File: config.mk
export PLATFORM = sky130hd
export DESIGN_NAME = ttlb_ram
export DESIGN_NICKNAME = d
export VERILOG_FILES = /design/src/rtl/ttl_bucket_timer_engine_unit_macros.svh /design/src/rtl/ttlb_ram.sv
export SDC_FILE = /design/constraint.sdc
export NUM_CORES = 1
export LEC_CHECK = 0
export ABC_CLOCK_PERIOD_IN_PS = 6100
export BUFFER_PORTS_ARGS = -buffer_cell sky130_fd_sc_hd__clkbuf_2
export CORE_MARGIN = 3
export CORE_UTILIZATION = 55
export CTS_CLUSTER_DIAMETER = 200
export DETAILED_ROUTE_END_ITERATION = 6
export PLACE_DENSITY = 0.73
export SKIP_LAST_GASP = 1
export SLEW_MARGIN = 20
export SYNTH_ARGS = -nofsm -noshare
export SYNTH_HDL_FRONTEND = slang
export SYNTH_SLANG_ARGS = --single-unit
File: constraint.sdc
create_clock -name clk -period 6.1 [get_ports clk]
set_clock_uncertainty 0.2 [all_clocks]
set_input_delay 0.915 -clock clk [delete_from_list [all_inputs] [get_ports clk]]
set_output_delay 0.915 -clock clk [all_outputs]
set_load 0.1 [all_outputs]
File: src/rtl/ttl_bucket_timer_engine_unit_macros.svh
// ----------------------------------------------------------------------------
// TTL bucket timer engine assertion macros
// Shared concurrent assertion forms, clocked on clk, quiet while rst is high.
// ----------------------------------------------------------------------------
`ifndef TTL_BUCKET_TIMER_ENGINE_UNIT_MACROS_SVH
`define TTL_BUCKET_TIMER_ENGINE_UNIT_MACROS_SVH

// same-cycle implication
`define TTLB_ASSERT_SAME(label, ante, cons, msg) \
  label: assert property (@(posedge clk) disable iff (rst) (ante) |-> (cons)) else $error(msg);

// next-cycle implication
`define TTLB_ASSERT_NEXT(label, ante, cons, msg) \
  label: assert property (@(posedge clk) disable iff (rst) (ante) |=> (cons)) else $error(msg);

`endif

File: src/rtl/ttlb_ram.sv
// ----------------------------------------------------------------------------
// ttlb_ram
// Simple dual-port RAM, one write and one registered read per cycle.
// ----------------------------------------------------------------------------
module ttlb_ram #(
  parameter int WIDTH = 8,
  parameter int DEPTH = 16
) (
  input  logic                     clk,
  input  logic                     we,
  input  logic [$clog2(DEPTH)-1:0] waddr,
  input  logic [WIDTH-1:0]         wdata,
  input  logic [$clog2(DEPTH)-1:0] raddr,
  output logic [WIDTH-1:0]         rdata
);

  logic [WIDTH-1:0] mem [DEPTH];

  always_ff @(posedge clk) begin
    if (we) begin
      mem[waddr] <= wdata;
    end
    rdata <= mem[raddr];
  end

endmodule

==> flow_summary_export.csv <==
group,metric,value,unit
routing,dr_wl_met2,5380,microns
grt,grt_pass1_wl,15800,microns
grt,overflow,0,
routing,drt_iter0_drc,226,
sta,post-route-worst-setup-slack,3.65,ns
cells_and_area,nets,284,
synthesis,netlist_top_cells_area,"edfxtp_1 (75%), mux4_2 (7.9%), mux4_1 (7.1%)",
placement,gp_congestion,0.740,
sta,maxSlewHeadroom,30.1,%
floorplanning,io_pins,26,
routing,wl_per_cell,26.9,microns
routing,vias_per_cell,6.42,
synthesis,synth_seq_cells,136,
sta,tightestPinTransition,1.04,ns
synthesis,synth_area,0.00515,sq mm
routing,wl_met3,638,microns
pwr,clock_power_share,47.2,%
floorplanning,die_h,103,microns
critical_path,critPathTopFamily,"buffers and inverters",
worst_hold_path,hold_start,"mem[13][5]$_DFFE_PP_",
synthesis,ys_seq_area_share,77.8,%
synthesis,yosysTopAreaCell,"edfxtp_1",
job,cap_viol_max_count,0,
critical_path,startpoint,"rdata[6]$_DFF_P_",
placement,dpl_cell_area,0.00535,sq mm
clock_tree,cts.root.buffer_cell,"clkbuf_8",
synthesis,yosys.cell_count.top_type,"edfxtp_1",
routing,ant_nets,0,
synthesis,ys_types,19,
critical_path,cp_max_fo,1,
clock_tree,hold_buffers,0,
pwr,powerDensity,377,mW/mm^2
floorplanning,die_width,103,microns
critical_path,end_kind,"output pin",
pwr,vdd_drop_max,0.263,mV
pwr,p_seq_share,46.7,%
synthesis,synthTopCellsByCount,"edfxtp_1 (128), mux4_2 (18), a22oi_1 (16)",
cells_and_area,syn_to_final_growth,16.1,%
routing,route.vias.total,2483,
pwr,p_leak,2.01,nW
clock_tree,cts_resized,0,
critical_path,critPathMaxStageDelay,0.47,ns
clock_tree,postCtsSetupRepairBufs,0,
clock_tree,cts_max_level,4,
sta,fmax,408,MHz
grt,grt_max_degree,33,
pwr,p_comb_share,6.1,%
critical_path,cp_slowest_cell,"clkbuf_2",
floorplanning,fp-row-count,34,
placement,io_buffers,25,
pwr,total_power,2.25,mW
synthesis,synth_top_area_share,74.7,%
pwr,p_sw_share,20.9,%
routing,top_layer,"met4",
grt,grt_pass1_vias,2555,
floorplanning,core_area,0.00889,sq mm
critical_path,required,4.98,ns
clock_tree,path_clk_slew,0.06,ns
cells_and_area,num-fill-cells,538,
synthesis,yosys_warnings,0,
critical_path,cp-start-kind,"flip-flop",
routing,firstDrtPassIters,4,
grt,antenna_found_initial,0,
pwr,netSwitchingPower,0.471,mW
synthesis,synth_fp_nets,247,
routing,drc,0,
sta,period_minus_slack,2.45,ns
clock_tree,clock_path_buffers,2,
synthesis,synthArstFlopShare,0,%
sta,finalCritPeriodShare,40.2,%
clock_tree,cts_num_sinks,136,
grt,grt_use_total,22.2,%
critical_path,regToRegStartpoint,"mem[9][4]$_DFFE_PP_",
floorplanning,start_util,57.9,%
pwr,p_int,1.78,mW
placement,place_ws,3.21,ns
critical_path,cp_num_buf_inv,1,
routing,wl_met1,4220,microns
sta,slew_viol_final,0,
clock_tree,cts_buffers,17,
synthesis,synth.avg_cell_area,22.5,sq um
synthesis,syn_inst,229,
clock_tree,clock_latency,0.51,ns
cells_and_area,diodes,0,
outcome,status,"finished clean",
routing,wirelength,10400,microns
synthesis,ys.flop_type,"edfxtp_1",
clock_tree,cts_tree,"built",
critical_path,crit_chain,"clkbuf_2",
worst_hold_path,hold_path.class,"reg2reg",
critical_path,crit_type,"reg2out",
sta,hold_viol,0,
floorplanning,dieArea,0.0106,sq mm
cells_and_area,postLayoutCellArea,0.00598,sq mm
synthesis,synth_enable_flop_cells,128,
cells_and_area,drive_gt1_share,28.3,%
sta,setup_viol,0,
sta,fin_setup_tns,0,ns
critical_path,critPathArrivalTime,1.33,ns
sta,rsz0062_at_grt,"no",
power groups by stage:
stage | Combinational, mW | Sequential (mW) | Clock (mW)
6_report | 0.137 | 1.05 | 1.06
2_1_floorplan | 0.0530 | 1.11 | 0
4_1_cts | 0.138 | 1.05 | 1.08
5_1_grt | 0.145 | 1.05 | 1.12
3_5_place_dp | 0.137 | 1.07 | 0
3_3_place_gp | 0.133 | 1.07 | 0
routing by layer:
metal  vias to the layer above  global-route usage, %
met5                         -                      0
met4                         0                   6.97
met3                        14                   6.36
met2                       105                   34.1
met1                      1313                   31.5
li1                       1051                      -
cells by family (layout without fill, tap and decap cells):
kind of cell / after synthesis / in the layout / synth area share [%]
flip-flops: 136 / 136 / 77.8
AND/OR/NAND/NOR: 35 / 35 / 3.18
multiplexers: 32 / 32 / 15.0
AO/OA/AOI/OAI: 16 / 16 / 2.33
buffers and inverters: 10 / 60 / 1.68
cell usage in the layout (no fill, tap or decap):
master,synthesis,layout
edfxtp_1,128,128
clkbuf_2,0,25
mux4_2,18,18
a22oi_1,16,16
clkbuf_16,0,16
mux4_1,14,14
nor2_1,13,13
nand2_1,9,9
dfxtp_1,8,8
bufinv_16,0,5
clkinv_2,0,4
clkinvlp_4,0,3
buf_4,1,3
nand3b_1,2,2
nor3_2,0,2
nand2b_1,2,2
nor3_1,4,2
nor2b_1,1,1
and2_1,1,1
and2b_1,1,1
nand3_1,1,1
or3b_2,1,1
clkbuf_8,0,1
clkbuf_1,0,1
clkinv_1,0,1
clkinv_4,0,1
layout make-up:
class	count	area (sq um)	area share [%]
Sequential cell	136	4000	67.0
Multi-Input combinational cell	83	1070	17.9
Clock buffer	18	418	6.99
Clock inverter	14	205	3.43
Timing Repair Buffer	28	148	2.47
Tap cell	108	135	2.26
stage by stage:
step                      util, %  std cells  hold slack, ns
after floorplan                 -        229           0.429
after global placement       60.2        355           0.452
after detailed placement     60.2        355           0.458
after CTS                    67.2        387           0.480
after global routing         67.2        387           0.510
final                        67.2        387           0.474
final timing paths:
path,cells after the start,slack (ns),to
max reg2reg,3,4.51,rdata[4]$_DFF_P_
min reg2reg,3,0.47,rdata[5]$_DFF_P_
min,3,0.47,rdata[5]$_DFF_P_
max,1,3.65,rdata[6]
registers in the layout, summed over array words and instances (netlist names):
signal  cells
rdata       8
mem       128
Note: power is estimated with default switching activity, not from simulation.
