--- src/rtl/ttl_bucket_timer_engine_unit_macros.svh ---
// ----------------------------------------------------------------------------
// TTL bucket timer engine assertion macros
// Shared concurrent assertion forms, clocked on clk, quiet while rst is high.
// ----------------------------------------------------------------------------
`ifndef TTL_BUCKET_TIMER_ENGINE_UNIT_MACROS_SVH
`define TTL_BUCKET_TIMER_ENGINE_UNIT_MACROS_SVH

// same-cycle implication
`define TTLB_ASSERT_SAME(label, ante, cons, msg) \
  label: assert property (@(posedge clk) disable iff (rst) (ante) |-> (cons)) else $error(msg);

// next-cycle implication
`define TTLB_ASSERT_NEXT(label, ante, cons, msg) \
  label: assert property (@(posedge clk) disable iff (rst) (ante) |=> (cons)) else $error(msg);

`endif

--- src/rtl/ttlb_pkg.sv ---
// ----------------------------------------------------------------------------
// ttlb_pkg
// Sizes, codes, table entry layouts and sequencer states of the timer engine.
// ----------------------------------------------------------------------------
package ttlb_pkg;

  localparam int TIMER_SLOTS = 64;
  localparam int CLASS_SLOTS = 16;
  localparam int TIME_BITS   = 64;
  localparam int TW          = $clog2(TIMER_SLOTS);
  localparam int CW          = $clog2(CLASS_SLOTS);
  localparam int CNT_W       = $clog2(TIMER_SLOTS + 1);

  localparam logic [63:0] HASH_MULT = 64'h9E3779B97F4A7C15;

  typedef logic [TW:0]          tptr_t;   // top bit set: null
  typedef logic [CW:0]          cptr_t;
  typedef logic [TIME_BITS-1:0] time_t;
  typedef logic [TIME_BITS:0]   time_x_t;
  typedef logic [CNT_W-1:0]     cnt_t;

  localparam tptr_t T_NIL    = tptr_t'(TIMER_SLOTS);
  localparam cptr_t C_NIL    = cptr_t'(CLASS_SLOTS);
  localparam time_t TIME_MAX = '1;

  typedef enum logic [2:0] {
    MODE_ADD  = 3'd0,
    MODE_DEL  = 3'd1,
    MODE_TICK = 3'd2,
    MODE_ADV  = 3'd3,
    MODE_SET  = 3'd4
  } mode_t;

  typedef enum logic [1:0] {
    ST_OK     = 2'd0,
    ST_ABSENT = 2'd1,
    ST_FULL   = 2'd2,
    ST_DUP    = 2'd3
  } status_t;

  typedef struct packed {
    time_t            expiry;
    tptr_t            prev;
    tptr_t            next;
    logic [CW-1:0]    cls;
  } timer_ent_t;

  typedef struct packed {
    logic [31:0] ttl;
    tptr_t       head;
    tptr_t       tail;
    cptr_t       prev;
    cptr_t       next;
  } class_ent_t;

  typedef struct packed {
    logic          we;
    logic [TW-1:0] waddr;
    timer_ent_t    wdata;
    logic [TW-1:0] raddr;
  } tmem_req_t;

  typedef struct packed {
    logic          we;
    logic [CW-1:0] waddr;
    class_ent_t    wdata;
    logic [CW-1:0] raddr;
  } cmem_req_t;

  typedef struct packed {
    logic          we;
    logic [TW-1:0] waddr;
    logic [TW-1:0] wdata;
    logic [TW-1:0] raddr;
  } fmem_req_t;

  typedef struct packed {
    logic          fired;
    logic [TW-1:0] fired_id;
    logic          last;
    status_t       status;
    cnt_t          live_count;
    time_t         next_expiry;
    time_t         current_time;
  } res_t;

  typedef enum logic [4:0] {
    S_IDLE,
    S_DISPATCH,
    S_ADD_HASH,
    S_PROBE,
    S_PROBE_C,
    S_ADD_W1,
    S_ADD_W2,
    S_DEL_T,
    S_DEL_C,
    S_DEL_N,
    S_UL_P,
    S_UL_N,
    S_CL_START,
    S_CL_CRD,
    S_CL_C,
    S_CL_T,
    S_CL_DONE,
    S_CL_END,
    S_EM_RD,
    S_EM_W
  } state_t;

endpackage

--- src/rtl/ttlb_hash.sv ---
// ----------------------------------------------------------------------------
// ttlb_hash
// Golden-ratio probe start: top bits of ttl * HASH_MULT mod 2^64, two stages.
// ----------------------------------------------------------------------------
module ttlb_hash (
  input  logic                    clk,
  input  logic [31:0]             ttl,
  output logic [ttlb_pkg::CW-1:0] start
);
  import ttlb_pkg::*;

  logic [63:0] lo_prod;
  logic [63:0] hi_prod;
  logic [31:0] lo_hi;
  logic [31:0] hi_lo;
  logic [31:0] sum;

  // bits 63:32 of the 64-bit product come from two 32x32 partial products
  assign lo_prod = {32'd0, ttl} * {32'd0, HASH_MULT[31:0]};
  assign hi_prod = {32'd0, ttl} * {32'd0, HASH_MULT[63:32]};

  always_ff @(posedge clk) begin
    lo_hi <= lo_prod[63:32];
    hi_lo <= hi_prod[31:0];
  end

  assign sum   = lo_hi + hi_lo;
  assign start = sum[31 -: CW];

endmodule

--- config.mk ---
export PLATFORM = sky130hd
export DESIGN_NAME = ttlb_hash
export DESIGN_NICKNAME = d
export VERILOG_FILES = /design/src/rtl/ttl_bucket_timer_engine_unit_macros.svh /design/src/rtl/ttlb_pkg.sv /design/src/rtl/ttlb_hash.sv
export SDC_FILE = /design/constraint.sdc
export NUM_CORES = 2
export LEC_CHECK = 0
export ABC_AREA = 1
export BUFFER_PORTS_ARGS = -buffer_cell sky130_fd_sc_hd__buf_2
export CORE_MARGIN = 1.5
export CORE_UTILIZATION = 51
export CTS_CLUSTER_DIAMETER = 200
export CTS_CLUSTER_SIZE = 16
export DETAILED_ROUTE_END_ITERATION = 8
export PLACE_DENSITY = 0.74
export SETUP_SLACK_MARGIN = 0.5
export SLEW_MARGIN = 30
export SYNTH_ARGS = -nofsm -noshare
export SYNTH_HDL_FRONTEND = slang
export SYNTH_SLANG_ARGS = --single-unit
export TNS_END_PERCENT = 1
--- constraint.sdc ---
create_clock -name clk -period 12.9 [get_ports clk]
set_input_delay 2.58 -clock clk [delete_from_list [all_inputs] [get_ports clk]]
set_output_delay 2.58 -clock clk [all_outputs]
set_load 0.03 [all_outputs]
==> reports/qor.yml <==
yosys:
  synth_area_per_cell_um2: 8.82
  synth-simple-area-share_pct: 11.1
  synthMuxAreaShare_pct: 0
  synth_flop_cell: "dfxtp_1"
  synthAdderAreaFrac_pct: 64.9
  ys_seq_elements: 63
  netlist_area_um2: 28400
  synth-edff-count: 0
  ys_top_cells_by_area: "fa_1, ha_1, inv_1"
  post-synth-top-count-cell: "inv_1"
  synth-async-reset-ratio_pct: 0
  synth_top_area_cell: "fa_1"
  yosys_warnings: 0
  synth.yosys.seq_area_share_pct: 4.44
  synth_top_family_by_area: "adder cells"
  syn-num-nets: 4361
  yosysUniqueCellTypes: 42
  synth-compound-area-share_pct: 5.26
  synth_top_area_share_pct: 42.3
  syn_inst: 3216
  netlist_top_cells_count: "inv_1, fa_1, ha_1, nand2_1, nor2_1"
  synth-xor-area-share_pct: 1.48
worst_hold_path:
  hp-class: "input pin to flop"
  hold_start: "ttl[2]"
  hold_path_depth: 1
  worst_hold_path.endpoint: "hi_lo[2]"
clocking:
  clockRootBuffer: "clkbuf_16"
  cts_resized: 0
  cts_buffers: 9
  cts_htree_levels: 3
  cts_sinks: 63
  clockBufferDepth: 2
  cts_tree: "done"
  cts_setup_buffers: 0
  cts_hold_buf: 0
  clk_pin_slew_ps: 60
place:
  place_congestion: 1.09
  preCtsSetupSlack_ps: 3680
  io_buffers: 36
  dpl.cell_count: 4000
  postPlaceCellArea_um2: 29500
  hpwlAfterDp_um: 85500
die:
  coreArea_um2: 55100
  initial_utilization_pct: 51.5
  die_w_um: 239
  io_pins: 37
  die_area_um2: 57100
  rows: 86
  dieHeight_um: 239
grt:
  grt_antenna_before_repair: 0
  grt_overflow: 0
  grt_pass1_wl_um: 143000
  grt.total_usage_pct: 34.9
  grt_max_degree: 21
  grt_pass1_vias: 23300
final_layout:
  fin_area_um2: 29800
  final_cells: 4016
  seq_area_um2: 1260
  finalNetCount: 4408
  fill_cells: 5192
  drive_above_1_share_pct: 2.63
  diodes: 0
  multi_input_area_um2: 23500
  area.growth.synth_to_final_pct: 5.08
sta:
  drv_slew: 0
  min_period_ps: 8960
  setup_tns_ps: 0
  period_share_pct: 69.4
  clock.fmax_mhz: 112
  fin_ws_ps: 3940
  worst_slew_pin_slew_ps: 728
  max_slew_margin_pct: 51.4
  hold_viol: 0
  setup_violations: 0
  rsz0062_at_grt: "false"
routing:
  post_drt_wl_per_cell_um: 23.4
  drt_iter0_drc: 1952
  drt_wl_total_um: 93800
  vias_per_cell: 5.41
  dr.pass1.iters: 6
  via_count: 21700
  drc: 0
  postRouteAntennaNets: 0
worst_setup_path:
  path_max_fanout: 20
  crit_path_top_delay_cell: "fa_1"
  worstPathCellList: "buf_2 > fa_1 > fa_1 > fa_1 > fa_1 > fa_1 > fa_1 > fa_1 > inv_1 > fa_1 > inv_1 > ha_1 > a21oi_1 > o21ai_0 > a21oi_1 > a21boi_0 > nand2_1 > nand2_1 > nand2_1 > nand2_1 > nand2_1"
  cp.arrival_ps: 9190
  crit_type: "input pin to flop"
  end_kind: "flop"
  critPathLaunchType: "input pin"
  path_common_cell: "fa_1"
  cp.required_ps: 13130
  max_stage_delay_ps: 730
job:
  drv_cap: 0
outcome:
  status: "complete, no violations"
==> registers in the layout, indices dropped and copies added, names as in the netlist <==
signal,count
hi_lo,32
lo_hi,31
==> how the worst max path moves through the flow <==
stage | start | to | slack (ps) | depth (start not counted)
6_report | ttl[0] | lo_hi[7] | 3940 | 21
5_1_grt | ttl[0] | lo_hi[28] | 3650 | 21
4_1_cts | ttl[0] | lo_hi[7] | 4040 | 21
3_5_place_dp | ttl[0] | lo_hi[7] | 3680 | 21
3_3_place_gp | ttl[0] | lo_hi[7] | 3700 | 21
2_1_floorplan | ttl[15] | hi_lo[31] | 4800 | 21
==> cell usage in the layout, fill, tap and decap left out, types with 9 or more instances in the layout <==
| master | Yosys | layout |
|---|---|---|
| inv_1 | 958 | 958 |
| fa_1 | 600 | 600 |
| ha_1 | 512 | 512 |
| nand2_1 | 411 | 411 |
| nor2_1 | 181 | 181 |
| a21oi_1 | 136 | 136 |
| nand3_1 | 95 | 95 |
| o21ai_0 | 74 | 74 |
| dfxtp_1 | 63 | 63 |
| buf_2 | 0 | 36 |
| xor2_1 | 30 | 30 |
| nand4_1 | 22 | 22 |
| xnor2_1 | 18 | 18 |
| nor3_1 | 13 | 13 |
| o21a_1 | 9 | 9 |
| o21bai_1 | 9 | 9 |
| nor2_2 | 9 | 9 |
| inv_2 | 9 | 9 |
| clkbuf_16 | 0 | 9 |
==> cells by family after synthesis <==
group / count (synthesis)
DFF: 63
AOI/OAI and AO/OA: 269
buffers and inverters: 967
adders and majority gates: 1112
and+or+nand+nor: 757
xor gates and xnor gates: 48
==> metal layers <==
layer | vias to the layer above | wire [µm] | global-route usage, %
met3 | 240 | 9400 | 8.39
met1 | 10600 | 38400 | 46.7
met2 | 1069 | 39100 | 51.4
met4 | 0 | 6950 | 21.1
li1 | 9827 | - | -
met5 | - | 0 | 0
==> critical path, delay by kind of cell <==
family                   cells  cell delay (ps)
adder cells (fa/ha/maj)      9             4650
AND/OR/NAND/NOR              5              450
AO/OA/AOI/OAI                4              820
buffers and inverters        3              660
==> cell type report <==
type	count	area share, %
multi-input cells	2186	78.8
flip-flops and latches	63	4.23
repair buffers	36	0.604
well taps	748	3.14
clock inverters	5	0.273
inverters	967	12.2
clock buffers	11	0.814
==> metrics by stage <==
| stage | util [%] | hold WS, ps |
|---|---|---|
| final | 54.1 | 2610 |
| after floorplan | - | 2610 |
| after detailed placement | 53.5 | 2950 |
| after CTS | 54.1 | 2590 |
| after global routing | 54.1 | 2590 |
| after global placement | 53.5 | 2950 |
Power is left out: the tool's default activity adds up to more than one toggle a clock period on the data nets, which glitch-free logic cannot reach.
