**src/rtl/ttl_bucket_timer_engine_unit_macros.svh**
```systemverilog
// ----------------------------------------------------------------------------
// TTL bucket timer engine assertion macros
// Shared concurrent assertion forms, clocked on clk, quiet while rst is high.
// ----------------------------------------------------------------------------
`ifndef TTL_BUCKET_TIMER_ENGINE_UNIT_MACROS_SVH
`define TTL_BUCKET_TIMER_ENGINE_UNIT_MACROS_SVH

// same-cycle implication
`define TTLB_ASSERT_SAME(label, ante, cons, msg) \
  label: assert property (@(posedge clk) disable iff (rst) (ante) |-> (cons)) else $error(msg);

// next-cycle implication
`define TTLB_ASSERT_NEXT(label, ante, cons, msg) \
  label: assert property (@(posedge clk) disable iff (rst) (ante) |=> (cons)) else $error(msg);

`endif

```
**src/rtl/ttlb_pkg.sv**
```systemverilog
// ----------------------------------------------------------------------------
// ttlb_pkg
// Sizes, codes, table entry layouts and sequencer states of the timer engine.
// ----------------------------------------------------------------------------
package ttlb_pkg;

  localparam int TIMER_SLOTS = 64;
  localparam int CLASS_SLOTS = 16;
  localparam int TIME_BITS   = 64;
  localparam int TW          = $clog2(TIMER_SLOTS);
  localparam int CW          = $clog2(CLASS_SLOTS);
  localparam int CNT_W       = $clog2(TIMER_SLOTS + 1);

  localparam logic [63:0] HASH_MULT = 64'h9E3779B97F4A7C15;

  typedef logic [TW:0]          tptr_t;   // top bit set: null
  typedef logic [CW:0]          cptr_t;
  typedef logic [TIME_BITS-1:0] time_t;
  typedef logic [TIME_BITS:0]   time_x_t;
  typedef logic [CNT_W-1:0]     cnt_t;

  localparam tptr_t T_NIL    = tptr_t'(TIMER_SLOTS);
  localparam cptr_t C_NIL    = cptr_t'(CLASS_SLOTS);
  localparam time_t TIME_MAX = '1;

  typedef enum logic [2:0] {
    MODE_ADD  = 3'd0,
    MODE_DEL  = 3'd1,
    MODE_TICK = 3'd2,
    MODE_ADV  = 3'd3,
    MODE_SET  = 3'd4
  } mode_t;

  typedef enum logic [1:0] {
    ST_OK     = 2'd0,
    ST_ABSENT = 2'd1,
    ST_FULL   = 2'd2,
    ST_DUP    = 2'd3
  } status_t;

  typedef struct packed {
    time_t            expiry;
    tptr_t            prev;
    tptr_t            next;
    logic [CW-1:0]    cls;
  } timer_ent_t;

  typedef struct packed {
    logic [31:0] ttl;
    tptr_t       head;
    tptr_t       tail;
    cptr_t       prev;
    cptr_t       next;
  } class_ent_t;

  typedef struct packed {
    logic          we;
    logic [TW-1:0] waddr;
    timer_ent_t    wdata;
    logic [TW-1:0] raddr;
  } tmem_req_t;

  typedef struct packed {
    logic          we;
    logic [CW-1:0] waddr;
    class_ent_t    wdata;
    logic [CW-1:0] raddr;
  } cmem_req_t;

  typedef struct packed {
    logic          we;
    logic [TW-1:0] waddr;
    logic [TW-1:0] wdata;
    logic [TW-1:0] raddr;
  } fmem_req_t;

  typedef struct packed {
    logic          fired;
    logic [TW-1:0] fired_id;
    logic          last;
    status_t       status;
    cnt_t          live_count;
    time_t         next_expiry;
    time_t         current_time;
  } res_t;

  typedef enum logic [4:0] {
    S_IDLE,
    S_DISPATCH,
    S_ADD_HASH,
    S_PROBE,
    S_PROBE_C,
    S_ADD_W1,
    S_ADD_W2,
    S_DEL_T,
    S_DEL_C,
    S_DEL_N,
    S_UL_P,
    S_UL_N,
    S_CL_START,
    S_CL_CRD,
    S_CL_C,
    S_CL_T,
    S_CL_DONE,
    S_CL_END,
    S_EM_RD,
    S_EM_W
  } state_t;

endpackage

```
**src/rtl/ttlb_ctrl.sv**
```systemverilog
// ----------------------------------------------------------------------------
// ttlb_ctrl
// Command sequencer: class probe, queue append/remove, live-list walk, emit.
// ----------------------------------------------------------------------------
module ttlb_ctrl (
  input  logic                    clk,
  input  logic                    rst,
  input  logic                    in_valid,
  output logic                    in_ready,
  input  logic [2:0]              in_mode,
  input  logic [ttlb_pkg::TW-1:0] in_id,
  input  logic [31:0]             in_ttl,
  input  ttlb_pkg::time_t         in_time,
  output logic [31:0]             hash_ttl,
  input  logic [ttlb_pkg::CW-1:0] hash_start,
  output ttlb_pkg::tmem_req_t     treq,
  input  ttlb_pkg::timer_ent_t    trd,
  output ttlb_pkg::cmem_req_t     creq,
  input  ttlb_pkg::class_ent_t    crd,
  output ttlb_pkg::fmem_req_t     freq,
  input  logic [ttlb_pkg::TW-1:0] frd,
  input  logic                    res_free,
  output logic                    res_load,
  output ttlb_pkg::res_t          res
);
  import ttlb_pkg::*;

  state_t                 state, state_next;
  mode_t                  mode_q;
  logic [TW-1:0]          id_q;
  logic [31:0]            ttl_q;
  time_t                  time_q;
  status_t                status_q;
  time_t                  cur_time;
  cnt_t                   live_total;
  time_t                  bound;
  cptr_t                  lst_head;
  logic [CLASS_SLOTS-1:0] class_valid;
  logic [TIMER_SLOTS-1:0] stored;
  logic [CW-1:0]          pidx;
  logic [CW-1:0]          pk;
  class_ent_t             cq;
  timer_ent_t             tq;
  cptr_t                  ul_pr;
  cptr_t                  ul_nx;
  state_t                 ul_ret;
  cptr_t                  cc;
  time_t                  ne;
  cnt_t                   nf;
  cnt_t                   k;

  time_x_t    add_sum;
  time_t      add_exp;
  class_ent_t add_cls;
  tptr_t      del_head;
  tptr_t      del_tail;
  logic       pop;
  logic       em_last;

  assign hash_ttl = ttl_q;
  assign in_ready = (state == S_IDLE);

  // saturating expiry
  assign add_sum = {1'b0, cur_time} + time_x_t'(ttl_q);
  assign add_exp = add_sum[TIME_BITS] ? TIME_MAX : add_sum[TIME_BITS-1:0];

  always_comb begin
    add_cls      = cq;
    add_cls.head = (cq.tail == T_NIL) ? {1'b0, id_q} : cq.head;
    add_cls.tail = {1'b0, id_q};
    if (cq.head == T_NIL) begin
      add_cls.prev = C_NIL;
      add_cls.next = lst_head;
    end
  end

  assign del_head = (tq.prev == T_NIL) ? tq.next : cq.head;
  assign del_tail = (tq.next == T_NIL) ? tq.prev : cq.tail;
  assign pop      = (trd.expiry <= cur_time);
  assign em_last  = (cnt_t'(k + cnt_t'(1)) == nf);

  // next state
  always_comb begin
    state_next = state;
    unique case (state)
      S_IDLE:     if (in_valid) state_next = S_DISPATCH;
      S_DISPATCH: begin
        unique case (mode_q)
          MODE_ADD:  state_next = stored[id_q] ? S_EM_RD : S_ADD_HASH;
          MODE_DEL:  state_next = stored[id_q] ? S_DEL_T : S_EM_RD;
          MODE_TICK: state_next = S_CL_START;
          MODE_ADV:  state_next = (time_q > cur_time) ? S_CL_START : S_EM_RD;
          default:   state_next = S_EM_RD;
        endcase
      end
      S_ADD_HASH: state_next = S_PROBE;
      S_PROBE:    state_next = class_valid[pidx] ? S_PROBE_C : S_ADD_W1;
      S_PROBE_C: begin
        if (crd.ttl == ttl_q)                 state_next = S_ADD_W1;
        else if (pk == CW'(CLASS_SLOTS - 1))  state_next = S_EM_RD;
        else                                  state_next = S_PROBE;
      end
      S_ADD_W1:   state_next = S_ADD_W2;
      S_ADD_W2:   state_next = S_EM_RD;
      S_DEL_T:    state_next = S_DEL_C;
      S_DEL_C:    state_next = S_DEL_N;
      S_DEL_N:    state_next = (del_head == T_NIL) ? S_UL_P : S_EM_RD;
      S_UL_P:     state_next = S_UL_N;
      S_UL_N:     state_next = ul_ret;
      S_CL_START: state_next = (cur_time < bound) ? S_EM_RD : S_CL_CRD;
      S_CL_CRD:   state_next = (cc == C_NIL) ? S_CL_END : S_CL_C;
      S_CL_C:     state_next = (crd.head == T_NIL) ? S_CL_DONE : S_CL_T;
      S_CL_T:     state_next = (pop && trd.next != T_NIL) ? S_CL_T : S_CL_DONE;
      S_CL_DONE:  state_next = (cq.head == T_NIL) ? S_UL_P : S_CL_CRD;
      S_CL_END:   state_next = S_EM_RD;
      S_EM_RD: begin
        if (nf == '0) begin
          if (res_free) state_next = S_IDLE;
        end else begin
          state_next = S_EM_W;
        end
      end
      S_EM_W: begin
        if (res_free) state_next = em_last ? S_IDLE : S_EM_RD;
      end
      default:    state_next = S_IDLE;
    endcase
  end

  // memory requests and result
  always_comb begin
    treq     = '0;
    creq     = '0;
    freq     = '0;
    res_load = 1'b0;
    res      = '0;
    res.status       = status_q;
    res.live_count   = live_total;
    res.next_expiry  = bound;
    res.current_time = cur_time;
    unique case (state)
      S_DISPATCH: treq.raddr = id_q;
      S_PROBE:    creq.raddr = pidx;
      S_ADD_W1: begin
        treq.we     = 1'b1;
        treq.waddr  = id_q;
        treq.wdata  = '{expiry: add_exp, prev: cq.tail, next: T_NIL, cls: pidx};
        treq.raddr  = cq.tail[TW-1:0];
        creq.we     = 1'b1;
        creq.waddr  = pidx;
        creq.wdata  = add_cls;
        creq.raddr  = lst_head[CW-1:0];
      end
      S_ADD_W2: begin
        if (cq.tail != T_NIL) begin
          treq.we         = 1'b1;
          treq.waddr      = cq.tail[TW-1:0];
          treq.wdata      = trd;
          treq.wdata.next = {1'b0, id_q};
        end
        if (cq.head == T_NIL && lst_head != C_NIL) begin
          creq.we         = 1'b1;
          creq.waddr      = lst_head[CW-1:0];
          creq.wdata      = crd;
          creq.wdata.prev = {1'b0, pidx};
        end
      end
      S_DEL_T: begin
        creq.raddr = trd.cls;
        treq.raddr = trd.prev[TW-1:0];
      end
      S_DEL_C: begin
        if (tq.prev != T_NIL) begin
          treq.we         = 1'b1;
          treq.waddr      = tq.prev[TW-1:0];
          treq.wdata      = trd;
          treq.wdata.next = tq.next;
        end
        treq.raddr = tq.next[TW-1:0];
      end
      S_DEL_N: begin
        if (tq.next != T_NIL) begin
          treq.we         = 1'b1;
          treq.waddr      = tq.next[TW-1:0];
          treq.wdata      = trd;
          treq.wdata.prev = tq.prev;
        end
        creq.we         = 1'b1;
        creq.waddr      = tq.cls;
        creq.wdata      = cq;
        creq.wdata.head = del_head;
        creq.wdata.tail = del_tail;
        if (del_head == T_NIL) begin
          creq.wdata.prev = C_NIL;
          creq.wdata.next = C_NIL;
        end
        creq.raddr = cq.prev[CW-1:0];
      end
      S_UL_P: begin
        if (ul_pr != C_NIL) begin
          creq.we         = 1'b1;
          creq.waddr      = ul_pr[CW-1:0];
          creq.wdata      = crd;
          creq.wdata.next = ul_nx;
        end
        creq.raddr = ul_nx[CW-1:0];
      end
      S_UL_N: begin
        if (ul_nx != C_NIL) begin
          creq.we         = 1'b1;
          creq.waddr      = ul_nx[CW-1:0];
          creq.wdata      = crd;
          creq.wdata.prev = ul_pr;
        end
      end
      S_CL_CRD:   creq.raddr = cc[CW-1:0];
      S_CL_C:     treq.raddr = crd.head[TW-1:0];
      S_CL_T: begin
        if (pop) begin
          freq.we    = 1'b1;
          freq.waddr = nf[TW-1:0];
          freq.wdata = cq.head[TW-1:0];
          treq.raddr = trd.next[TW-1:0];
        end else begin
          // surviving head must carry a null prev link
          treq.we         = 1'b1;
          treq.waddr      = cq.head[TW-1:0];
          treq.wdata      = trd;
          treq.wdata.prev = T_NIL;
        end
      end
      S_CL_DONE: begin
        creq.we    = 1'b1;
        creq.waddr = cc[CW-1:0];
        creq.wdata = cq;
        if (cq.head == T_NIL) begin
          creq.wdata.tail = T_NIL;
          creq.wdata.prev = C_NIL;
          creq.wdata.next = C_NIL;
        end
        creq.raddr = cq.prev[CW-1:0];
      end
      S_EM_RD: begin
        freq.raddr = k[TW-1:0];
        if (nf == '0) begin
          res_load = res_free;
          res.last = 1'b1;
        end
      end
      S_EM_W: begin
        freq.raddr   = k[TW-1:0];
        res_load     = res_free;
        res.fired    = 1'b1;
        res.fired_id = frd;
        res.last     = em_last;
        res.status   = ST_OK;
      end
      default: ;
    endcase
  end

  // control state
  always_ff @(posedge clk) begin
    if (rst) begin
      state       <= S_IDLE;
      cur_time    <= '0;
      live_total  <= '0;
      bound       <= TIME_MAX;
      lst_head    <= C_NIL;
      class_valid <= '0;
      stored      <= '0;
      nf          <= '0;
      k           <= '0;
      status_q    <= ST_OK;
    end else begin
      state <= state_next;
      unique case (state)
        S_IDLE: begin
          if (in_valid) begin
            status_q <= ST_OK;
            nf       <= '0;
            k        <= '0;
          end
        end
        S_DISPATCH: begin
          unique case (mode_q)
            MODE_ADD:  if (stored[id_q]) status_q <= ST_DUP;
            MODE_DEL:  if (!stored[id_q]) status_q <= ST_ABSENT;
            MODE_TICK: cur_time <= cur_time + time_t'(1);
            MODE_ADV:  if (time_q > cur_time) cur_time <= time_q;
            MODE_SET:  cur_time <= time_q;
            default: ;
          endcase
        end
        S_PROBE_C: begin
          if (crd.ttl != ttl_q && pk == CW'(CLASS_SLOTS - 1)) status_q <= ST_FULL;
        end
        S_ADD_W1: begin
          stored[id_q]      <= 1'b1;
          class_valid[pidx] <= 1'b1;
          live_total        <= live_total + cnt_t'(1);
          if (add_exp < bound) bound <= add_exp;
        end
        S_ADD_W2: if (cq.head == T_NIL) lst_head <= {1'b0, pidx};
        S_DEL_N: begin
          stored[id_q] <= 1'b0;
          if (live_total != '0) live_total <= live_total - cnt_t'(1);
        end
        S_UL_P:   if (ul_pr == C_NIL) lst_head <= ul_nx;
        S_CL_T: begin
          if (pop) begin
            nf                      <= nf + cnt_t'(1);
            stored[cq.head[TW-1:0]] <= 1'b0;
          end
        end
        S_CL_END: begin
          live_total <= (live_total >= nf) ? live_total - nf : '0;
          bound      <= ne;
        end
        S_EM_W:   if (res_free) k <= k + cnt_t'(1);
        default: ;
      endcase
    end
  end

  // working registers
  always_ff @(posedge clk) begin
    unique case (state)
      S_IDLE: begin
        if (in_valid) begin
          mode_q <= mode_t'(in_mode);
          id_q   <= in_id;
          ttl_q  <= in_ttl;
          time_q <= in_time;
        end
      end
      S_ADD_HASH: begin
        pidx <= hash_start;
        pk   <= '0;
      end
      S_PROBE: begin
        if (!class_valid[pidx]) begin
          cq <= '{ttl: ttl_q, head: T_NIL, tail: T_NIL, prev: C_NIL, next: C_NIL};
        end
      end
      S_PROBE_C: begin
        if (crd.ttl == ttl_q) begin
          cq <= crd;
        end else begin
          pk   <= pk + CW'(1);
          pidx <= pidx + CW'(1);
        end
      end
      S_DEL_T:  tq <= trd;
      S_DEL_C:  cq <= crd;
      S_DEL_N: begin
        ul_pr  <= cq.prev;
        ul_nx  <= cq.next;
        ul_ret <= S_EM_RD;
      end
      S_CL_START: begin
        ne <= TIME_MAX;
        cc <= lst_head;
      end
      S_CL_C:   cq <= crd;
      S_CL_T: begin
        if (pop) begin
          cq.head <= trd.next;
          if (trd.next == T_NIL) cq.tail <= T_NIL;
        end else if (trd.expiry < ne) begin
          ne <= trd.expiry;
        end
      end
      S_CL_DONE: begin
        cc     <= cq.next;
        ul_pr  <= cq.prev;
        ul_nx  <= cq.next;
        ul_ret <= S_CL_CRD;
      end
      default: ;
    endcase
  end

endmodule

```
**config.mk**
```make
export PLATFORM = sky130hd
export DESIGN_NAME = ttlb_ctrl
export DESIGN_NICKNAME = d
export VERILOG_FILES = /design/src/rtl/ttl_bucket_timer_engine_unit_macros.svh /design/src/rtl/ttlb_pkg.sv /design/src/rtl/ttlb_ctrl.sv
export SDC_FILE = /design/constraint.sdc
export NUM_CORES = 2
export LEC_CHECK = 0
export BUFFER_PORTS_ARGS = -buffer_cell sky130_fd_sc_hd__buf_2
export CELL_PAD_IN_SITES_DETAIL_PLACEMENT = 1
export CELL_PAD_IN_SITES_GLOBAL_PLACEMENT = 1
export CORE_MARGIN = 2
export CORE_UTILIZATION = 30
export DETAILED_ROUTE_END_ITERATION = 6
export PLACE_DENSITY = 0.7
export SYNTH_ARGS = -nofsm -noshare
export SYNTH_HDL_FRONTEND = slang
export SYNTH_SLANG_ARGS = --single-unit
export TNS_END_PERCENT = 10
```
**constraint.sdc**
```tcl
create_clock -name clk -period 7 [get_ports clk]
set_clock_uncertainty 0.2 [all_clocks]
set_input_delay 1.4 -clock clk [delete_from_list [all_inputs] [get_ports clk]]
set_output_delay 1.4 -clock clk [all_outputs]
set_load 0.02 [all_outputs]
```
==> impl_metrics.env <==
export IMPL_clock_root_buffer="sky130_fd_sc_hd__clkbuf_16"
export IMPL_layout_core_utilization=0.367
export IMPL_power_total_mw=13.8
export IMPL_io_pin_count=615
export IMPL_max_cap_violations=0
export IMPL_critical_path_startpoint="cur_time[45]"
export IMPL_sum_of_negative_setup_slack_ps=0
export IMPL_switching_share=0.430
export IMPL_numClockSinks=509
export IMPL_status="finished, violations left"
export IMPL_syn_nets=4916
export IMPL_report_final_setup_viol=0
export IMPL_power_density_nw_per_um2=309
export IMPL_critPathRequiredTime_ps=5400
export IMPL_finalCriticalPeriod_ps=6800
export IMPL_placement_setup_worst_slack_ps=303
export IMPL_p_leak_nw=18.9
export IMPL_cts_tree="built"
export IMPL_cp_data_arrival_time_ps=5200
export IMPL_post_synthesis_async_set_or_reset_flop_share=0
export IMPL_final_setup_worst_slack_ps=204
export IMPL_intPower_mw=7.89
export IMPL_timing_final_crit_share=0.971
export IMPL_synth_top_area_frac=0.217
export IMPL_core_area_um2=122000
export IMPL_synth_area_um2=37000
export IMPL_timing_worst_slew_pin_value_ps=1170
export IMPL_gpl_final_weighted_congestion=0.940
export IMPL_finalNonFillerCells=6542
export IMPL_clock_tree_buf_depth=3
export IMPL_start_util=0.303
export IMPL_synth_most_common_cell="sky130_fd_sc_hd__nand2_1"
export IMPL_netlist_top_cell_by_area="sky130_fd_sc_hd__edfxtp_1"
export IMPL_power_combinational_fraction=0.394
export IMPL_synth_edf_count=268
export IMPL_power_frac_clock=0.279
export IMPL_grt_ovfl_total=0
export IMPL_worst_r2r_path_depth=20
export IMPL_die_area_um2=126000
export IMPL_netlist_cell_type_count=97
export IMPL_post_synth_main_area_contributors="sky130_fd_sc_hd__edfxtp_1 (22%), sky130_fd_sc_hd__dfxtp_1 (13%), sky130_fd_sc_hd__ha_1 (13%), sky130_fd_sc_hd__a21oi_1 (4.9%), sky130_fd_sc_hd__nand2_1 (4.3%)"
export IMPL_crit_path_end_kind="output pin"
export IMPL_final_layout_fill_cell_count=14500
export IMPL_crit_reg2reg_launch="hash_ttl[28]"
export IMPL_firstDrtPassIters=7
export IMPL_power_ir_vdd_worst_mv=0.320
export IMPL_numCtsBuffers=70
export IMPL_grt_pass1_wl_um=262000
export IMPL_timing_critical_path_fanout_max=13
export IMPL_dr_total_vias=38300
export IMPL_synth_area_per_cell_um2=8.64
export IMPL_rsz0062_at_grt="no"
export IMPL_netlist_top_cells_count="sky130_fd_sc_hd__nand2_1 (422), sky130_fd_sc_hd__ha_1 (370), sky130_fd_sc_hd__a21oi_1 (366)"
export IMPL_route_antenna_remaining_nets=0
export IMPL_synth_main_ff_cell="sky130_fd_sc_hd__edfxtp_1"
export IMPL_ys_seq_area_frac=0.348
export IMPL_cts_repair_resize_count=0
export IMPL_worst_skew_pair_late_latency_ps=680
export IMPL_vias_per_cell=5.86
export IMPL_floorplan_die_height_um=355
export IMPL_area_growth_from_synthesis_to_layout_pct=21.0
export IMPL_remaining_drc_errors=3
export IMPL_cts_setup_buffers=0
export IMPL_ctsHtreeMaxLevel=3
export IMPL_final_hold_violation_count=0
export IMPL_power_share_sequential=0.326
export IMPL_global_route_total_usage_across_every_layer=0.277
export IMPL_max_clock_freq_mhz=147
export IMPL_crit_path_end="treq[7]"
export IMPL_power_net_switching_mw=5.95
export IMPL_port_buffer_count=614
export IMPL_ys_ff_latch=509
export IMPL_report_final_slew_viol_count=0
export IMPL_critical_path_class="reg2out"
export IMPL_first_global_vias=38900
export IMPL_fp_dieW_um=355
export IMPL_path_clk_slew_ps=60
export IMPL_number_of_violations_reported_at_the_end_of_detailed_routing_iteration_0=3299
export IMPL_violations_in_the_final_reports="design-rule violations"
export IMPL_dp_cells=6410
export IMPL_synthesis_instances=4286
export IMPL_crit_reg2reg_capture="bound[23]"
export IMPL_yosys_warnings=0
export IMPL_reg2reg_setup_slack_ps=380
export IMPL_timing_slew_headroom=0.216
export IMPL_cts_hold_fix_buffers=0
export IMPL_route_detailed_wl_per_inst_um=27.7
export IMPL_nets=5487
export IMPL_worst_setup_path_start_kind="register"
export IMPL_dp_final_hpwl_um=141000
export IMPL_min_path_type="reg2reg"
export IMPL_num_rows=128
export IMPL_grt_max_degree=138
export IMPL_antenna_found_initial=33
export IMPL_route_final_wire_length_um=181000
export IMPL_final_layout_size_suffix_gt1_frac=0.205
metal layers:
layer	part of all wire	wire (µm)	track usage	up-vias
met2	0.47	85700	0.464	1665
met3	0.075	13600	0.0613	451
met4	0.055	9900	0.137	48
met5	0.0017	310	0	-
met1	0.40	71900	0.334	18900
li1	-	-	-	17200
cells in the final DEF (no fill, tap or decap), types with 22 or more instances in the layout:
| cell | count |
|---|---|
| sky130_fd_sc_hd__xor2_1 | 25 |
| sky130_fd_sc_hd__o211ai_1 | 53 |
| sky130_fd_sc_hd__inv_1 | 289 |
| sky130_fd_sc_hd__nand2_1 | 419 |
| sky130_fd_sc_hd__a221oi_1 | 26 |
| sky130_fd_sc_hd__o31ai_1 | 32 |
| sky130_fd_sc_hd__a22oi_1 | 27 |
| sky130_fd_sc_hd__a21o_1 | 43 |
| sky130_fd_sc_hd__clkbuf_16 | 73 |
| sky130_fd_sc_hd__nor2_1 | 261 |
| sky130_fd_sc_hd__mux2i_1 | 34 |
| sky130_fd_sc_hd__a22o_1 | 72 |
| sky130_fd_sc_hd__nand2b_1 | 23 |
| sky130_fd_sc_hd__nor2b_1 | 60 |
| sky130_fd_sc_hd__nor4_1 | 33 |
| sky130_fd_sc_hd__o221ai_1 | 38 |
| sky130_fd_sc_hd__nand3_1 | 118 |
| sky130_fd_sc_hd__a222oi_1 | 47 |
| sky130_fd_sc_hd__edfxtp_1 | 268 |
| sky130_fd_sc_hd__nand4_1 | 111 |
| sky130_fd_sc_hd__or3_1 | 81 |
| sky130_fd_sc_hd__buf_4 | 125 |
| sky130_fd_sc_hd__o21ai_0 | 311 |
| sky130_fd_sc_hd__mux2_2 | 39 |
| sky130_fd_sc_hd__or2_2 | 22 |
| sky130_fd_sc_hd__and2_1 | 41 |
| sky130_fd_sc_hd__dfxtp_1 | 241 |
| sky130_fd_sc_hd__a21oi_1 | 362 |
| sky130_fd_sc_hd__and3_1 | 31 |
| sky130_fd_sc_hd__a211oi_1 | 45 |
| sky130_fd_sc_hd__xnor2_1 | 66 |
| sky130_fd_sc_hd__ha_1 | 370 |
| sky130_fd_sc_hd__nor3_1 | 87 |
| sky130_fd_sc_hd__a31oi_1 | 30 |
| sky130_fd_sc_hd__buf_2 | 613 |
worst min-delay path by stage:
stage	from	endpoint	slack, ps	depth (start not counted)
floorplan	cq[9]	ul_pr[4]	230	0
global placement	cq[9]	ul_pr[4]	230	0
detailed placement	cq[9]	ul_pr[4]	240	0
CTS	cq[9]	ul_pr[4]	260	0
global route	cq[9]	ul_pr[4]	280	0
finish	cq[9]	ul_pr[4]	260	0
final cells by class:
type | count | area, µm² | area share
timing repair buffer | 745 | 4140 | 0.0924
antenna | 3 | 7.51 | 0.000168
inverter | 292 | 1100 | 0.0245
sequential | 509 | 12900 | 0.288
tap | 1625 | 2030 | 0.0454
multi-input combinational | 3239 | 22200 | 0.496
clock buffer | 93 | 1940 | 0.0434
clock inverter | 36 | 479 | 0.0107
logic make-up after synthesis:
logic type	synth area share
simple gates	0.186
compound gates	0.233
buf+inv	0.0573
flops	0.348
fa+ha+maj	0.127
xor+xnor	0.0215
mux	0.0278
registers in the layout, summed over array words and instances (netlist names), 18 cells and up:
signal    flops
add_cls      32
bound        64
cq           24
cur_time     64
hash_ttl     32
ne           64
stored       64
time_q       64
tq           18
through the flow:
| stage | cell area [µm²] | hold WS, ps |
|---|---|---|
| final | 44800 | 261 |
| after global routing | 44800 | 280 |
| after CTS | 44700 | 263 |
| after detailed placement | 42300 | 244 |
| after global placement | 42300 | 229 |
| after floorplan | 37000 | 227 |
power groups by stage:
stage	Clock, mW	Combinational [mW]	Sequential, mW
2_1_floorplan	0	3.28	4.39
3_3_place_gp	0	5.30	4.56
3_5_place_dp	0	5.41	4.56
4_1_cts	3.94	5.44	4.51
5_1_grt	4.04	5.89	4.56
6_report	3.87	5.46	4.52
critical path, stage by stage (launching register included):
cell and delay (ps):
sky130_fd_sc_hd__dfxtp_1 620, sky130_fd_sc_hd__inv_1 280, sky130_fd_sc_hd__ha_1 370, sky130_fd_sc_hd__nand4_1 190, sky130_fd_sc_hd__nor4_1 580, sky130_fd_sc_hd__buf_4 240, sky130_fd_sc_hd__nand3_1 100, sky130_fd_sc_hd__a21oi_1 330
sky130_fd_sc_hd__nor4_1 150, sky130_fd_sc_hd__nor3_2 370, sky130_fd_sc_hd__or3_4 400, sky130_fd_sc_hd__buf_4 330, sky130_fd_sc_hd__nand2_1 80, sky130_fd_sc_hd__o21ai_0 190, sky130_fd_sc_hd__buf_2 270
Power figures use the tool's default switching activity.
